File: src/sv/moi_pkg.sv
// ----------------------------------------------------------------------------
// moi_pkg
// Shared types, constants and tables of the mecanum odometry integrator.
// ----------------------------------------------------------------------------
package moi_pkg;

  localparam int CORDIC_STEPS_DEF = 14;
  localparam int ATAN_LEN         = 24;
  localparam int ATAN_IW          = 5;

  localparam int SPEED_W = 16;
  localparam int YAW_W   = 16;
  localparam int DT_W    = 16;
  localparam int POSE_W  = 32;
  localparam int VEL_W   = 16;

  localparam int ADDR_W  = 4;
  localparam int DATA_W  = 32;

  localparam int SUM_W   = 19;   // four wheel speeds, signed sum
  localparam int XW      = 27;   // CORDIC vector and Q.16 velocities
  localparam int ZW      = 29;   // CORDIC angle, Q.24
  localparam int MA_W    = 33;   // shared multiplier operand A
  localparam int MB_W    = 25;   // shared multiplier operand B
  localparam int MP_W    = MA_W + MB_W;

  localparam logic [15:0] WHEEL_RADIUS_RST = 16'd6658;
  localparam logic [15:0] TURN_GAIN_RST    = 16'd44677;

  localparam logic signed [ZW-1:0]   PI_Q24      = 29'sd52707179;
  localparam logic signed [ZW-1:0]   HALF_PI_Q24 = 29'sd26353589;
  localparam logic signed [MB_W-1:0] INV_GAIN_Q24 = 25'sd10188014;

  typedef enum logic [1:0] {
    REG_WHEEL_RADIUS = 2'd0,
    REG_TURN_GAIN    = 2'd1,
    REG_START_X      = 2'd2,
    REG_START_Y      = 2'd3
  } moi_reg_t;

  typedef enum logic [3:0] {
    ST_IDLE,
    ST_VX,
    ST_VY,
    ST_RG,
    ST_ROT,
    ST_ROTW,
    ST_CORD,
    ST_FLIP,
    ST_WX,
    ST_WY,
    ST_PX,
    ST_PY,
    ST_PH,
    ST_HD,
    ST_DONE
  } moi_state_t;

  typedef struct packed {
    logic [15:0]        wheel_radius;
    logic [15:0]        turn_gain;
    logic               wr_x;
    logic               wr_y;
    logic signed [31:0] wdata;
  } cfg_t;

  typedef struct packed {
    logic load;
    logic step;
    logic fix_sign;
  } cordic_ctl_t;

  typedef struct packed {
    logic signed [SPEED_W-1:0] speed_front_left;
    logic signed [SPEED_W-1:0] speed_front_right;
    logic signed [SPEED_W-1:0] speed_back_left;
    logic signed [SPEED_W-1:0] speed_back_right;
    logic signed [YAW_W-1:0]   yaw_angle;
    logic [DT_W-1:0]           time_step;
  } in_item_t;

  typedef struct packed {
    logic signed [POSE_W-1:0] position_x;
    logic signed [POSE_W-1:0] position_y;
    logic signed [POSE_W-1:0] heading;
    logic signed [VEL_W-1:0]  world_vel_x;
    logic signed [VEL_W-1:0]  world_vel_y;
    logic signed [VEL_W-1:0]  turn_rate;
  } out_item_t;

  // Arctangent of 2^-i in Q.24.
  function automatic logic [23:0] atan_q24(input logic [ATAN_IW-1:0] idx);
    logic [23:0] v;
    case (idx)
      5'd0:    v = 24'd13176795;
      5'd1:    v = 24'd7778716;
      5'd2:    v = 24'd4110060;
      5'd3:    v = 24'd2086331;
      5'd4:    v = 24'd1047214;
      5'd5:    v = 24'd524117;
      5'd6:    v = 24'd262123;
      5'd7:    v = 24'd131069;
      5'd8:    v = 24'd65536;
      5'd9:    v = 24'd32768;
      5'd10:   v = 24'd16384;
      5'd11:   v = 24'd8192;
      5'd12:   v = 24'd4096;
      5'd13:   v = 24'd2048;
      5'd14:   v = 24'd1024;
      5'd15:   v = 24'd512;
      5'd16:   v = 24'd256;
      5'd17:   v = 24'd128;
      5'd18:   v = 24'd64;
      5'd19:   v = 24'd32;
      5'd20:   v = 24'd16;
      5'd21:   v = 24'd8;
      5'd22:   v = 24'd4;
      5'd23:   v = 24'd2;
      default: v = 24'd0;
    endcase
    return v;
  endfunction

endpackage

File: src/sv/moi_in_if.sv
// ----------------------------------------------------------------------------
// moi_in_if
// Input channel: wheel speeds, yaw and time step with valid/ready.
// ----------------------------------------------------------------------------
interface moi_in_if;
  logic                                      valid;
  logic                                      ready;
  logic signed [moi_pkg::SPEED_W-1:0]        speed_front_left;
  logic signed [moi_pkg::SPEED_W-1:0]        speed_front_right;
  logic signed [moi_pkg::SPEED_W-1:0]        speed_back_left;
  logic signed [moi_pkg::SPEED_W-1:0]        speed_back_right;
  logic signed [moi_pkg::YAW_W-1:0]          yaw_angle;
  logic [moi_pkg::DT_W-1:0]                  time_step;

  modport source (
    output valid, speed_front_left, speed_front_right, speed_back_left,
           speed_back_right, yaw_angle, time_step,
    input  ready
  );

  modport sink (
    input  valid, speed_front_left, speed_front_right, speed_back_left,
           speed_back_right, yaw_angle, time_step,
    output ready
  );
endinterface

File: src/sv/moi_out_if.sv
// ----------------------------------------------------------------------------
// moi_out_if
// Result channel: pose and velocities with valid/ready.
// ----------------------------------------------------------------------------
interface moi_out_if;
  logic                                valid;
  logic                                ready;
  logic signed [moi_pkg::POSE_W-1:0]   position_x;
  logic signed [moi_pkg::POSE_W-1:0]   position_y;
  logic signed [moi_pkg::POSE_W-1:0]   heading;
  logic signed [moi_pkg::VEL_W-1:0]    world_vel_x;
  logic signed [moi_pkg::VEL_W-1:0]    world_vel_y;
  logic signed [moi_pkg::VEL_W-1:0]    turn_rate;

  modport source (
    output valid, position_x, position_y, heading, world_vel_x, world_vel_y,
           turn_rate,
    input  ready
  );

  modport sink (
    input  valid, position_x, position_y, heading, world_vel_x, world_vel_y,
           turn_rate,
    output ready
  );
endinterface

File: src/sv/moi_regs.sv
// ----------------------------------------------------------------------------
// moi_regs
// APB register file: wheel radius, turn gain and start pose.
// ----------------------------------------------------------------------------
module moi_regs (
  input  logic                          clk,
  input  logic                          rst_n,
  input  logic                          psel,
  input  logic                          penable,
  input  logic                          pwrite,
  input  logic [moi_pkg::ADDR_W-1:0]    paddr,
  input  logic [moi_pkg::DATA_W-1:0]    pwdata,
  output logic [moi_pkg::DATA_W-1:0]    prdata,
  output logic                          pready,
  output moi_pkg::cfg_t                 cfg
);

  logic [15:0]        wheel_radius_r;
  logic [15:0]        turn_gain_r;
  logic signed [31:0] start_x_r;
  logic signed [31:0] start_y_r;
  logic               wr_en;
  moi_pkg::moi_reg_t  idx;

  assign pready = 1'b1;
  assign wr_en  = psel && penable && pwrite;
  assign idx    = moi_pkg::moi_reg_t'(paddr[3:2]);

  always_ff @(posedge clk) begin
    if (!rst_n) begin
      wheel_radius_r <= moi_pkg::WHEEL_RADIUS_RST;
      turn_gain_r    <= moi_pkg::TURN_GAIN_RST;
      start_x_r      <= '0;
      start_y_r      <= '0;
    end else if (wr_en) begin
      unique case (idx)
        moi_pkg::REG_WHEEL_RADIUS: wheel_radius_r <= pwdata[15:0];
        moi_pkg::REG_TURN_GAIN:    turn_gain_r    <= pwdata[15:0];
        moi_pkg::REG_START_X:      start_x_r      <= $signed(pwdata);
        moi_pkg::REG_START_Y:      start_y_r      <= $signed(pwdata);
        default: ;
      endcase
    end
  end

  always_comb begin
    unique case (idx)
      moi_pkg::REG_WHEEL_RADIUS: prdata = {16'd0, wheel_radius_r};
      moi_pkg::REG_TURN_GAIN:    prdata = {16'd0, turn_gain_r};
      moi_pkg::REG_START_X:      prdata = start_x_r;
      moi_pkg::REG_START_Y:      prdata = start_y_r;
      default:                   prdata = '0;
    endcase
  end

  always_comb begin
    cfg.wheel_radius = wheel_radius_r;
    cfg.turn_gain    = turn_gain_r;
    cfg.wr_x         = wr_en && (idx == moi_pkg::REG_START_X);
    cfg.wr_y         = wr_en && (idx == moi_pkg::REG_START_Y);
    cfg.wdata        = $signed(pwdata);
  end

endmodule

File: src/sv/moi_mul.sv
// ----------------------------------------------------------------------------
// moi_mul
// Shared signed multiplier with a registered product.
// ----------------------------------------------------------------------------
module moi_mul (
  input  logic                              clk,
  input  logic signed [moi_pkg::MA_W-1:0]   a,
  input  logic signed [moi_pkg::MB_W-1:0]   b,
  output logic signed [moi_pkg::MP_W-1:0]   p_r
);

  logic signed [moi_pkg::MP_W-1:0] p_nxt;

  assign p_nxt = moi_pkg::MP_W'(a) * moi_pkg::MP_W'(b);

  always_ff @(posedge clk) begin
    p_r <= p_nxt;
  end

endmodule

File: src/sv/moi_cordic.sv
// ----------------------------------------------------------------------------
// moi_cordic
// Rotation-mode CORDIC with quadrant fold; one micro-rotation per step cycle.
// ----------------------------------------------------------------------------
module moi_cordic #(
  parameter int CORDIC_STEPS = moi_pkg::CORDIC_STEPS_DEF
) (
  input  logic                              clk,
  input  logic                              rst_n,
  input  moi_pkg::cordic_ctl_t              ctl,
  input  logic signed [moi_pkg::XW-1:0]     x_in,
  input  logic signed [moi_pkg::XW-1:0]     y_in,
  input  logic signed [moi_pkg::YAW_W-1:0]  yaw,
  output logic signed [moi_pkg::XW-1:0]     x_out,
  output logic signed [moi_pkg::XW-1:0]     y_out,
  output logic                              last
);

  localparam int CW = (CORDIC_STEPS > 1) ? $clog2(CORDIC_STEPS) : 1;
  localparam int ZW = moi_pkg::ZW;
  localparam int XW = moi_pkg::XW;

  logic signed [XW-1:0] x_r, x_nxt;
  logic signed [XW-1:0] y_r, y_nxt;
  logic signed [ZW-1:0] z_r, z_nxt;
  logic                 flip_r, flip_nxt;
  logic [CW-1:0]        cnt_r, cnt_nxt;

  logic signed [ZW-1:0] z0;
  logic signed [XW-1:0] xs, ys;
  logic signed [ZW-1:0] atan_v;

  assign z0     = {{(ZW - moi_pkg::YAW_W - 11){yaw[moi_pkg::YAW_W-1]}}, yaw, 11'd0};
  assign xs     = x_r >>> cnt_r;
  assign ys     = y_r >>> cnt_r;
  assign atan_v = $signed({{(ZW - 24){1'b0}},
                           moi_pkg::atan_q24(moi_pkg::ATAN_IW'(cnt_r))});
  assign last   = (cnt_r == CW'(CORDIC_STEPS - 1));

  always_comb begin
    x_nxt    = x_r;
    y_nxt    = y_r;
    z_nxt    = z_r;
    flip_nxt = flip_r;
    cnt_nxt  = cnt_r;
    if (ctl.load) begin
      x_nxt   = x_in;
      y_nxt   = y_in;
      cnt_nxt = '0;
      // fold angles beyond a quarter turn and flip the result
      if (z0 > moi_pkg::HALF_PI_Q24) begin
        z_nxt    = z0 - moi_pkg::PI_Q24;
        flip_nxt = 1'b1;
      end else if (z0 < -moi_pkg::HALF_PI_Q24) begin
        z_nxt    = z0 + moi_pkg::PI_Q24;
        flip_nxt = 1'b1;
      end else begin
        z_nxt    = z0;
        flip_nxt = 1'b0;
      end
    end else if (ctl.step) begin
      if (!z_r[ZW-1]) begin
        x_nxt = x_r - ys;
        y_nxt = y_r + xs;
        z_nxt = z_r - atan_v;
      end else begin
        x_nxt = x_r + ys;
        y_nxt = y_r - xs;
        z_nxt = z_r + atan_v;
      end
      cnt_nxt = cnt_r + CW'(1);
    end else if (ctl.fix_sign && flip_r) begin
      x_nxt = -x_r;
      y_nxt = -y_r;
    end
  end

  always_ff @(posedge clk) begin
    if (!rst_n) begin
      cnt_r  <= '0;
      flip_r <= 1'b0;
    end else begin
      cnt_r  <= cnt_nxt;
      flip_r <= flip_nxt;
    end
  end

  always_ff @(posedge clk) begin
    x_r <= x_nxt;
    y_r <= y_nxt;
    z_r <= z_nxt;
  end

  assign x_out = x_r;
  assign y_out = y_r;

endmodule

File: src/sv/moi_core.sv
// ----------------------------------------------------------------------------
// moi_core
// Sequencer and datapath: kinematics, rotation, scaling and pose update
// through one shared multiplier.
// ----------------------------------------------------------------------------
module moi_core #(
  parameter int CORDIC_STEPS = moi_pkg::CORDIC_STEPS_DEF
) (
  input  logic                clk,
  input  logic                rst_n,
  input  moi_pkg::cfg_t       cfg,
  input  logic                in_valid,
  input  moi_pkg::in_item_t   in_item,
  output logic                in_ready,
  input  logic                out_free,
  output logic                res_valid,
  output moi_pkg::out_item_t  res
);

  localparam int XW    = moi_pkg::XW;
  localparam int SW    = moi_pkg::SUM_W;
  localparam int MA_W  = moi_pkg::MA_W;
  localparam int MB_W  = moi_pkg::MB_W;
  localparam int MP_W  = moi_pkg::MP_W;

  moi_pkg::moi_state_t state_r, state_nxt;

  logic signed [SW-1:0]    sum_x_r, sum_y_r, sum_r_r;
  logic signed [moi_pkg::YAW_W-1:0] yaw_r;
  logic [moi_pkg::DT_W-1:0] dt_r;
  logic signed [XW-1:0]    vx_r, vy_r, rot_r, wx_r, wy_r;
  logic signed [31:0]      acc_x_r, acc_y_r, acc_h_r;

  logic signed [MA_W-1:0]  mul_a;
  logic signed [MB_W-1:0]  mul_b;
  logic signed [MP_W-1:0]  p_r;
  moi_pkg::cordic_ctl_t    cctl;
  logic signed [XW-1:0]    cx, cy;
  logic                    c_last;

  logic signed [SW-1:0]    fl, fr, bl, br;
  logic signed [MP_W-1:0]  p_rnd10, p_rnd16, p_rnd24;
  logic signed [XW-1:0]    q10, q16, q24;

  logic ld_vx, ld_vy, ld_rot, ld_wx, ld_wy, upd_x, upd_y, upd_h;

  function automatic logic signed [31:0] acc_add(input logic signed [31:0] acc,
                                                 input logic signed [XW-1:0] inc);
    logic signed [32:0] s;
    s = {acc[31], acc} + {{(33 - XW){inc[XW-1]}}, inc};
    if (s[32] != s[31]) begin
      return s[32] ? 32'sh8000_0000 : 32'sh7fff_ffff;
    end
    return s[31:0];
  endfunction

  function automatic logic signed [15:0] vel_q8(input logic signed [XW-1:0] v);
    logic signed [XW:0]   t;
    logic signed [XW-8:0] s;
    t = {v[XW-1], v} + (XW + 1)'(128);
    s = t[XW:8];
    if (s > (XW - 7)'(32767)) begin
      return 16'sh7fff;
    end else if (s < -(XW - 7)'(32768)) begin
      return 16'sh8000;
    end
    return s[15:0];
  endfunction

  moi_mul u_mul (
    .clk (clk),
    .a   (mul_a),
    .b   (mul_b),
    .p_r (p_r)
  );

  moi_cordic #(
    .CORDIC_STEPS (CORDIC_STEPS)
  ) u_cordic (
    .clk   (clk),
    .rst_n (rst_n),
    .ctl   (cctl),
    .x_in  (vx_r),
    .y_in  (vy_r),
    .yaw   (yaw_r),
    .x_out (cx),
    .y_out (cy),
    .last  (c_last)
  );

  assign fl = SW'(in_item.speed_front_left);
  assign fr = SW'(in_item.speed_front_right);
  assign bl = SW'(in_item.speed_back_left);
  assign br = SW'(in_item.speed_back_right);

  // round half up, then floor shift
  assign p_rnd10 = p_r + MP_W'(1 << 9);
  assign p_rnd16 = p_r + MP_W'(1 << 15);
  assign p_rnd24 = p_r + MP_W'(1 << 23);
  assign q10     = $signed(p_rnd10[XW+9:10]);
  assign q16     = $signed(p_rnd16[XW+15:16]);
  assign q24     = $signed(p_rnd24[XW+23:24]);

  assign in_ready = (state_r == moi_pkg::ST_IDLE);

  // next state
  always_comb begin
    state_nxt = state_r;
    unique case (state_r)
      moi_pkg::ST_IDLE: if (in_valid) state_nxt = moi_pkg::ST_VX;
      moi_pkg::ST_VX:   state_nxt = moi_pkg::ST_VY;
      moi_pkg::ST_VY:   state_nxt = moi_pkg::ST_RG;
      moi_pkg::ST_RG:   state_nxt = moi_pkg::ST_ROT;
      moi_pkg::ST_ROT:  state_nxt = moi_pkg::ST_ROTW;
      moi_pkg::ST_ROTW: state_nxt = moi_pkg::ST_CORD;
      moi_pkg::ST_CORD: if (c_last) state_nxt = moi_pkg::ST_FLIP;
      moi_pkg::ST_FLIP: state_nxt = moi_pkg::ST_WX;
      moi_pkg::ST_WX:   state_nxt = moi_pkg::ST_WY;
      moi_pkg::ST_WY:   state_nxt = moi_pkg::ST_PX;
      moi_pkg::ST_PX:   state_nxt = moi_pkg::ST_PY;
      moi_pkg::ST_PY:   state_nxt = moi_pkg::ST_PH;
      moi_pkg::ST_PH:   state_nxt = moi_pkg::ST_HD;
      moi_pkg::ST_HD:   state_nxt = moi_pkg::ST_DONE;
      moi_pkg::ST_DONE: if (out_free) state_nxt = moi_pkg::ST_IDLE;
      default:          state_nxt = moi_pkg::ST_IDLE;
    endcase
  end

  // outputs: multiplier operands, CORDIC control, register loads
  always_comb begin
    mul_a     = '0;
    mul_b     = '0;
    cctl      = '0;
    ld_vx     = 1'b0;
    ld_vy     = 1'b0;
    ld_rot    = 1'b0;
    ld_wx     = 1'b0;
    ld_wy     = 1'b0;
    upd_x     = 1'b0;
    upd_y     = 1'b0;
    upd_h     = 1'b0;
    res_valid = 1'b0;
    unique case (state_r)
      moi_pkg::ST_VX: begin
        mul_a = $signed({{(MA_W - 16){1'b0}}, cfg.wheel_radius});
        mul_b = MB_W'(sum_x_r);
      end
      moi_pkg::ST_VY: begin
        ld_vx = 1'b1;
        mul_a = $signed({{(MA_W - 16){1'b0}}, cfg.wheel_radius});
        mul_b = MB_W'(sum_y_r);
      end
      moi_pkg::ST_RG: begin
        ld_vy = 1'b1;
        mul_a = $signed({{(MA_W - 16){1'b0}}, cfg.wheel_radius});
        mul_b = $signed({{(MB_W - 16){1'b0}}, cfg.turn_gain});
      end
      moi_pkg::ST_ROT: begin
        cctl.load = 1'b1;
        mul_a = $signed({1'b0, p_r[31:0]});
        mul_b = MB_W'(sum_r_r);
      end
      moi_pkg::ST_ROTW: ld_rot = 1'b1;
      moi_pkg::ST_CORD: cctl.step = 1'b1;
      moi_pkg::ST_FLIP: cctl.fix_sign = 1'b1;
      moi_pkg::ST_WX: begin
        mul_a = MA_W'(cx);
        mul_b = moi_pkg::INV_GAIN_Q24;
      end
      moi_pkg::ST_WY: begin
        ld_wx = 1'b1;
        mul_a = MA_W'(cy);
        mul_b = moi_pkg::INV_GAIN_Q24;
      end
      moi_pkg::ST_PX: begin
        ld_wy = 1'b1;
        mul_a = MA_W'(wx_r);
        mul_b = $signed({{(MB_W - 16){1'b0}}, dt_r});
      end
      moi_pkg::ST_PY: begin
        upd_x = 1'b1;
        mul_a = MA_W'(wy_r);
        mul_b = $signed({{(MB_W - 16){1'b0}}, dt_r});
      end
      moi_pkg::ST_PH: begin
        upd_y = 1'b1;
        mul_a = MA_W'(rot_r);
        mul_b = $signed({{(MB_W - 16){1'b0}}, dt_r});
      end
      moi_pkg::ST_HD:   upd_h = 1'b1;
      moi_pkg::ST_DONE: res_valid = out_free;
      default: ;
    endcase
  end

  always_comb begin
    res.position_x  = acc_x_r;
    res.position_y  = acc_y_r;
    res.heading     = acc_h_r;
    res.world_vel_x = vel_q8(wx_r);
    res.world_vel_y = vel_q8(wy_r);
    res.turn_rate   = vel_q8(rot_r);
  end

  always_ff @(posedge clk) begin
    if (!rst_n) begin
      state_r <= moi_pkg::ST_IDLE;
      acc_x_r <= '0;
      acc_y_r <= '0;
      acc_h_r <= '0;
    end else begin
      state_r <= state_nxt;
      if (cfg.wr_x) begin
        acc_x_r <= cfg.wdata;
      end else if (upd_x) begin
        acc_x_r <= acc_add(acc_x_r, q16);
      end
      if (cfg.wr_y) begin
        acc_y_r <= cfg.wdata;
      end else if (upd_y) begin
        acc_y_r <= acc_add(acc_y_r, q16);
      end
      if (upd_h) begin
        acc_h_r <= acc_add(acc_h_r, q16);
      end
    end
  end

  always_ff @(posedge clk) begin
    if (in_valid && in_ready) begin
      sum_x_r <= fl + fr + bl + br;
      sum_y_r <= -fl + fr + bl - br;
      sum_r_r <= -fl + fr - bl + br;
      yaw_r   <= in_item.yaw_angle;
      dt_r    <= in_item.time_step;
    end
    if (ld_vx)  vx_r  <= q10;
    if (ld_vy)  vy_r  <= q10;
    if (ld_rot) rot_r <= q24;
    if (ld_wx)  wx_r  <= q24;
    if (ld_wy)  wy_r  <= q24;
  end

endmodule

File: src/sv/mecanum_odometry_integrator.sv
// ----------------------------------------------------------------------------
// mecanum_odometry_integrator
// Mecanum forward kinematics, CORDIC yaw rotation and saturating pose
// integration over one shared multiplier and one CORDIC stage.
//
//   channel   direction  handshake            payload
//   in_chan   input      valid/ready          4 wheel speeds, yaw, time step
//   out_chan  output     valid/ready          pose x/y/heading, velocities
//   APB       input      psel/penable/pready  wheel_radius, turn_gain, start
//
// After the input transfer the sequencer runs nine multiplier passes, one
// CORDIC micro-rotation per cycle, and the product drain, sign fix, heading
// update and hand-off states before the result turns valid. A new input is
// taken only once the result is in the output register. in_chan.ready is
// high only while the sequencer idles. A finished result waits in the output
// register; the sequencer holds in its last state while that register is still
// full. Synchronous active-low reset restores register defaults and clears the
// pose.
// ----------------------------------------------------------------------------
module mecanum_odometry_integrator #(
  parameter int CORDIC_STEPS = moi_pkg::CORDIC_STEPS_DEF
) (
  input  logic                        clk,
  input  logic                        rst_n,
  moi_in_if.sink                      in_chan,
  moi_out_if.source                   out_chan,
  input  logic                        psel,
  input  logic                        penable,
  input  logic                        pwrite,
  input  logic [moi_pkg::ADDR_W-1:0]  paddr,
  input  logic [moi_pkg::DATA_W-1:0]  pwdata,
  output logic [moi_pkg::DATA_W-1:0]  prdata,
  output logic                        pready
);

  moi_pkg::cfg_t      cfg;
  moi_pkg::in_item_t  in_item;
  moi_pkg::out_item_t res;
  moi_pkg::out_item_t out_data_r;
  logic               out_valid_r;
  logic               out_free;
  logic               res_valid;
  logic               in_ready;

  moi_regs u_regs (
    .clk     (clk),
    .rst_n   (rst_n),
    .psel    (psel),
    .penable (penable),
    .pwrite  (pwrite),
    .paddr   (paddr),
    .pwdata  (pwdata),
    .prdata  (prdata),
    .pready  (pready),
    .cfg     (cfg)
  );

  always_comb begin
    in_item.speed_front_left  = in_chan.speed_front_left;
    in_item.speed_front_right = in_chan.speed_front_right;
    in_item.speed_back_left   = in_chan.speed_back_left;
    in_item.speed_back_right  = in_chan.speed_back_right;
    in_item.yaw_angle         = in_chan.yaw_angle;
    in_item.time_step         = in_chan.time_step;
  end

  assign in_chan.ready = in_ready;

  moi_core #(
    .CORDIC_STEPS (CORDIC_STEPS)
  ) u_core (
    .clk       (clk),
    .rst_n     (rst_n),
    .cfg       (cfg),
    .in_valid  (in_chan.valid),
    .in_item   (in_item),
    .in_ready  (in_ready),
    .out_free  (out_free),
    .res_valid (res_valid),
    .res       (res)
  );

  // output register frees up on the same cycle its transfer completes
  assign out_free = !out_valid_r || out_chan.ready;

  always_ff @(posedge clk) begin
    if (!rst_n) begin
      out_valid_r <= 1'b0;
    end else if (res_valid) begin
      out_valid_r <= 1'b1;
    end else if (out_chan.ready) begin
      out_valid_r <= 1'b0;
    end
  end

  always_ff @(posedge clk) begin
    if (res_valid) begin
      out_data_r <= res;
    end
  end

  assign out_chan.valid       = out_valid_r;
  assign out_chan.position_x  = out_data_r.position_x;
  assign out_chan.position_y  = out_data_r.position_y;
  assign out_chan.heading     = out_data_r.heading;
  assign out_chan.world_vel_x = out_data_r.world_vel_x;
  assign out_chan.world_vel_y = out_data_r.world_vel_y;
  assign out_chan.turn_rate   = out_data_r.turn_rate;

endmodule
File: src/flat_wrapper.sv
// flat-port wrapper written by rule: the top's interface ports become plain ports
module mecanum_odometry_integrator_flat 
#(
  parameter int CORDIC_STEPS = moi_pkg::CORDIC_STEPS_DEF
)
  (clk, rst_n, psel, penable, pwrite, paddr, pwdata, prdata, pready, in_chan_valid, in_chan_speed_front_left, in_chan_speed_front_right, in_chan_speed_back_left, in_chan_speed_back_right, in_chan_yaw_angle, in_chan_time_step, in_chan_ready, out_chan_valid, out_chan_position_x, out_chan_position_y, out_chan_heading, out_chan_world_vel_x, out_chan_world_vel_y, out_chan_turn_rate, out_chan_ready);
  moi_in_if in_chan_i ();
  moi_out_if out_chan_i ();
  input  logic clk;
  input  logic rst_n;
  input  logic psel;
  input  logic penable;
  input  logic pwrite;
  input  logic [moi_pkg::ADDR_W-1:0] paddr;
  input  logic [moi_pkg::DATA_W-1:0] pwdata;
  output logic [moi_pkg::DATA_W-1:0] prdata;
  output logic pready;
  input wire logic [$bits(in_chan_i.valid)-1:0] in_chan_valid;
  input wire logic [$bits(in_chan_i.speed_front_left)-1:0] in_chan_speed_front_left;
  input wire logic [$bits(in_chan_i.speed_front_right)-1:0] in_chan_speed_front_right;
  input wire logic [$bits(in_chan_i.speed_back_left)-1:0] in_chan_speed_back_left;
  input wire logic [$bits(in_chan_i.speed_back_right)-1:0] in_chan_speed_back_right;
  input wire logic [$bits(in_chan_i.yaw_angle)-1:0] in_chan_yaw_angle;
  input wire logic [$bits(in_chan_i.time_step)-1:0] in_chan_time_step;
  output wire logic [$bits(in_chan_i.ready)-1:0] in_chan_ready;
  output wire logic [$bits(out_chan_i.valid)-1:0] out_chan_valid;
  output wire logic [$bits(out_chan_i.position_x)-1:0] out_chan_position_x;
  output wire logic [$bits(out_chan_i.position_y)-1:0] out_chan_position_y;
  output wire logic [$bits(out_chan_i.heading)-1:0] out_chan_heading;
  output wire logic [$bits(out_chan_i.world_vel_x)-1:0] out_chan_world_vel_x;
  output wire logic [$bits(out_chan_i.world_vel_y)-1:0] out_chan_world_vel_y;
  output wire logic [$bits(out_chan_i.turn_rate)-1:0] out_chan_turn_rate;
  input wire logic [$bits(out_chan_i.ready)-1:0] out_chan_ready;
  assign in_chan_i.valid = in_chan_valid;
  assign in_chan_i.speed_front_left = in_chan_speed_front_left;
  assign in_chan_i.speed_front_right = in_chan_speed_front_right;
  assign in_chan_i.speed_back_left = in_chan_speed_back_left;
  assign in_chan_i.speed_back_right = in_chan_speed_back_right;
  assign in_chan_i.yaw_angle = in_chan_yaw_angle;
  assign in_chan_i.time_step = in_chan_time_step;
  assign in_chan_ready = in_chan_i.ready;
  assign out_chan_valid = out_chan_i.valid;
  assign out_chan_position_x = out_chan_i.position_x;
  assign out_chan_position_y = out_chan_i.position_y;
  assign out_chan_heading = out_chan_i.heading;
  assign out_chan_world_vel_x = out_chan_i.world_vel_x;
  assign out_chan_world_vel_y = out_chan_i.world_vel_y;
  assign out_chan_turn_rate = out_chan_i.turn_rate;
  assign out_chan_i.ready = out_chan_ready;
  mecanum_odometry_integrator #(.CORDIC_STEPS(CORDIC_STEPS)) u_core (.clk(clk), .rst_n(rst_n), .in_chan(in_chan_i), .out_chan(out_chan_i), .psel(psel), .penable(penable), .pwrite(pwrite), .paddr(paddr), .pwdata(pwdata), .prdata(prdata), .pready(pready));
endmodule
File: config.mk
export PLATFORM = sky130hd
export DESIGN_NAME = mecanum_odometry_integrator_flat
export DESIGN_NICKNAME = d
export VERILOG_FILES = /design/src/sv/moi_pkg.sv /design/src/sv/moi_in_if.sv /design/src/sv/moi_out_if.sv /design/src/sv/moi_regs.sv /design/src/sv/moi_mul.sv /design/src/sv/moi_cordic.sv /design/src/sv/moi_core.sv /design/src/sv/mecanum_odometry_integrator.sv /design/src/flat_wrapper.sv
export SDC_FILE = /design/constraint.sdc
export NUM_CORES = 2
export LEC_CHECK = 0
export ABC_AREA = 1
export BUFFER_PORTS_ARGS = -buffer_cell sky130_fd_sc_hd__buf_2
export CAP_MARGIN = 15
export CORE_MARGIN = 4
export CORE_UTILIZATION = 59
export CTS_CLUSTER_DIAMETER = 100
export CTS_CLUSTER_SIZE = 12
export DETAILED_ROUTE_END_ITERATION = 12
export PLACE_DENSITY = 0.89
export REMOVE_ABC_BUFFERS = 1
export SLEW_MARGIN = 20
export SYNTH_ARGS = -nofsm -noshare
export SYNTH_HDL_FRONTEND = slang
export SYNTH_HIERARCHICAL = 1
export SYNTH_SLANG_ARGS = --single-unit
File: constraint.sdc
create_clock -name clk -period 11.34 [get_ports clk]
set_input_delay 1.134 -clock clk [delete_from_list [all_inputs] [get_ports clk]]
set_output_delay 1.134 -clock clk [all_outputs]
set_load 0.02 [all_outputs]
==> metrics.md <==
| Metric | Value |
|---|---|
| Worst-Margin Slew | `roughly 1300 ps` |
| R2R depth | `30` |
| Crit path depth | `30` |
| Via density per instance | `5.94` |
| Startpoint Class | `flip-flop` |
| Worst Clk Skew | `56.7 ps` |
| Die Ht | `377 um` |
| CTS Hold Buffers Added | `0` |
| Setup CP Type | `flip-flop to flip-flop` |
| Hold Path End | `u_core/out_chan.position_x[23]` |
| Reg-to-reg endpoint | `u_core/u_core/u_mul/p_r[47]` |
| CP bufs+invs | `8` |
| CP max stage cell | `fa_1` |
| Register area | `between 15000 and 20000 um2` |
| Cts bufs inserted | `73` |
| Layout Nets | `12056` |
| Largest net degree at the start of global routing | `87` |
| Comb power frac | `47.9%` |
| Vias in the first global route | `74246` |
| Crit path top cell by count | `inv_1` |
| Post-Syn Instances | `10593` |
| CTS Buffer Depth | `3` |
| Starting Density | `59.4%` |
| Drt pass-1 iters | `6` |
| Slew headroom | `a little under an eighth` |
| Crit. Startpoint | `u_core/u_core/state_r[1]` |
| Core region area | `between 100000 and 150000 um2` |
| Max Freq | `between 0.1 and 0.15 GHz` |
| Post-CTS Setup Bufs | `0` |
| CTS tree | `done` |
| Clock-pin slew on the worst setup and hold paths | `60 ps` |
| Static Leak | `44.6 nW` |
| Netlist Area Pre-Place | `80400 um2` |
| Power Density | `128 nW/um2` |
| Worst Path Max Fanout | `16` |
| Remaining Overflow, GRT | `0` |
| Tightest Hold Check Type | `flip-flop to flip-flop` |
| Total power | `11.0 mW` |
| Setup violators final | `0` |
| Placed cell count | `12345` |
| Worst hold start | `u_core/u_core/acc_x_r[23]` |
| Gr usage total | `37.4%` |
| I/O Buffers | `about 310` |
| Gpl congestion | `1.04` |
| DR iter-0 viols | `roughly 8300` |
| Area Growth Syn to Fin | `6.39%` |
| Cell family with most CP delay | `adder cells` |
| DRC Markers | `0` |
| Max Cap Viol | `0` |
| Hold Vio Cnt, Final | `0` |
| First-pass GRT wire length | `413 mm` |
| Full die area | `142000 um2` |
| Multi-input logic area | `~52000 um2` |
| Ports | `between 300 and 400` |
| Hold Path Depth | `0` |
| Num rows | `135` |
| Final min period | `just under 10000 ps` |
| Critical Path RT | `11890 ps` |
| Post-DR wirelength/cell | `21.6 um` |
| WL final | `270 mm` |
| Root Buffer | `clkbuf_16` |
| Switching power | `4.93 mW` |
| CTS H-tree lvls | `3` |
| Final HPWL DP | `212 mm` |
| Sw Ratio | `between 40% and 50%` |
| Tcrit/Tclk final | `87.3%` |
| Synth Warn # | `6` |
| Pins Over Slew Limit | `0` |
| Status | `finished, final reports clean` |
| Worst flop-to-flop path startpoint | `u_core/u_core/state_r[1]` |
| Crit path DAT | `10450 ps` |
| Share of post-route cells with drive strength above 1 | `roughly 6.8%` |
| Crit. End Element | `flip-flop` |
| Clk_lat worst skew | `slightly above 700 ps` |
| Avg Inst Size Synth | `around 7.6 um2` |
| Post-cts sizing count | `0` |
| Clk pwr share | `21.5%` |
| CTS Sinks | `727` |
| Layout fillers | `roughly 11000` |
| ANT nets after route | `0` |
| Seq pwr share | `30.7%` |
| Peak VDD IR | `~0.13 mV` |
| Vias | `74107` |
| Initial antenna violation count | `15` |
| Post-route insts no fill | `12476` |
| Die X | `377 um` |
| Unrepaired setup endpoints after global routing | `false` |
| R2R Setup Slk | `1440 ps` |
| P_int | `approximately 6.0 mW` |
| Slowest stage delay, CP | `around 840 ps` |
-- power groups by stage --
stage / Sequential [mW] / Clock [mW] / Combinational, mW
after global placement: 3.39 / 0 / 4.88
after floorplan: 3.33 / 0 / 3.29
final: 3.36 / 2.36 / 5.24
after CTS: 3.35 / 2.38 / 5.07
after global routing: 3.37 / 2.48 / 5.66
after detailed placement: 3.40 / 0 / 5.01
-- metrics by stage --
stage                     setup WS (ps)  setup TNS (ps)  util (%)  hold WS, ps  cell area, um2
after detailed placement           1680               0      61.4          455           83200
final                              1440               0      63.1          474           85500
after floorplan                    -629          -72150         -          431           78400
after global placement             1850               0      61.4          457           83200
after CTS                          1610               0      63.1          472           85500
after global routing               1100               0      63.1          480           85500
-- worst register-to-register path: cells and delay by family (launching register included) --
family          cells  cell delay [ps]
compound gates      2              830
flops               1              460
buf+inv             8             1760
simple gates       12             2500
fa+ha+maj           8             4200
-- worst max path at each step --
| stage | to |
|---|---|
| after floorplan | u_core/out_chan.valid |
| after global placement | u_core/u_core/u_mul/p_r[45] |
| after detailed placement | u_core/u_core/u_mul/p_r[45] |
| after CTS | u_core/u_core/u_mul/p_r[47] |
| after global routing | u_core/u_core/u_mul/p_r[47] |
| final | u_core/u_core/u_mul/p_r[47] |
-- flip-flops by register name, summed over array words and instances (netlist names), 29 cells and up --
register and cells:
u_core/u_regs/start_x_r 32, u_core/out_chan.position_x 32, u_core/out_chan.heading 32, u_core/u_core/acc_y_r 32
u_core/u_core/acc_h_r 32, u_core/u_core/u_mul/p_r 51, u_core/u_core/u_cordic/z_r 29, u_core/u_regs/start_y_r 32
u_core/u_core/acc_x_r 32, u_core/out_chan.position_y 32
-- cells in the final DEF, fill, tap and decap left out, types with 12 or more instances in the layout --
| master | instances |
|---|---|
| nand2_1 | 2849 |
| inv_1 | 1950 |
| fa_1 | 853 |
| nor2_1 | 747 |
| nand3_1 | 575 |
| a21oi_1 | 524 |
| edfxtp_1 | 451 |
| ha_1 | 424 |
| buf_2 | 313 |
| o21ai_0 | 295 |
| xor2_1 | 293 |
| dfxtp_1 | 274 |
| nand4_1 | 109 |
| buf_4 | 97 |
| xnor2_1 | 88 |
| nor3_1 | 88 |
| clkbuf_16 | 73 |
| nand2_2 | 46 |
| a221oi_1 | 45 |
| a31oi_1 | 44 |
| o21bai_1 | 44 |
| nor2_2 | 42 |
| o221ai_1 | 40 |
| clkbuf_1 | 35 |
| nor4_1 | 32 |
| o211ai_1 | 29 |
| a22o_1 | 29 |
| nand3b_1 | 20 |
| inv_2 | 20 |
| nor2_4 | 20 |
| o21ai_1 | 20 |
| or2_2 | 17 |
| nand3_2 | 16 |
| o21a_1 | 15 |
| o21ai_2 | 14 |
| a21o_1 | 13 |
| o31ai_1 | 12 |
-- area by class of cell --
type	instances	share of cell area (%)
antenna	6	0.0176
clock buffer	111	2.34
clock inverter	13	0.255
inverter	1975	8.67
multi-input combinational	7450	61.1
sequential	727	22.3
tap	1781	2.61
timing repair buffer	413	2.75
-- routing by layer --
metal  part of all wire (%)  up-vias  routed length, um  GRT usage (%)
met5                  0.029        -                 79              0
met4                    7.2       12              19600           23.4
met3                     12     1113              31700           9.43
met2                     45     4670             121000           59.1
met1                     36    35151              98100           46.2
li1                       -    33161                  -              -
Power figures use the tool's default switching activity.
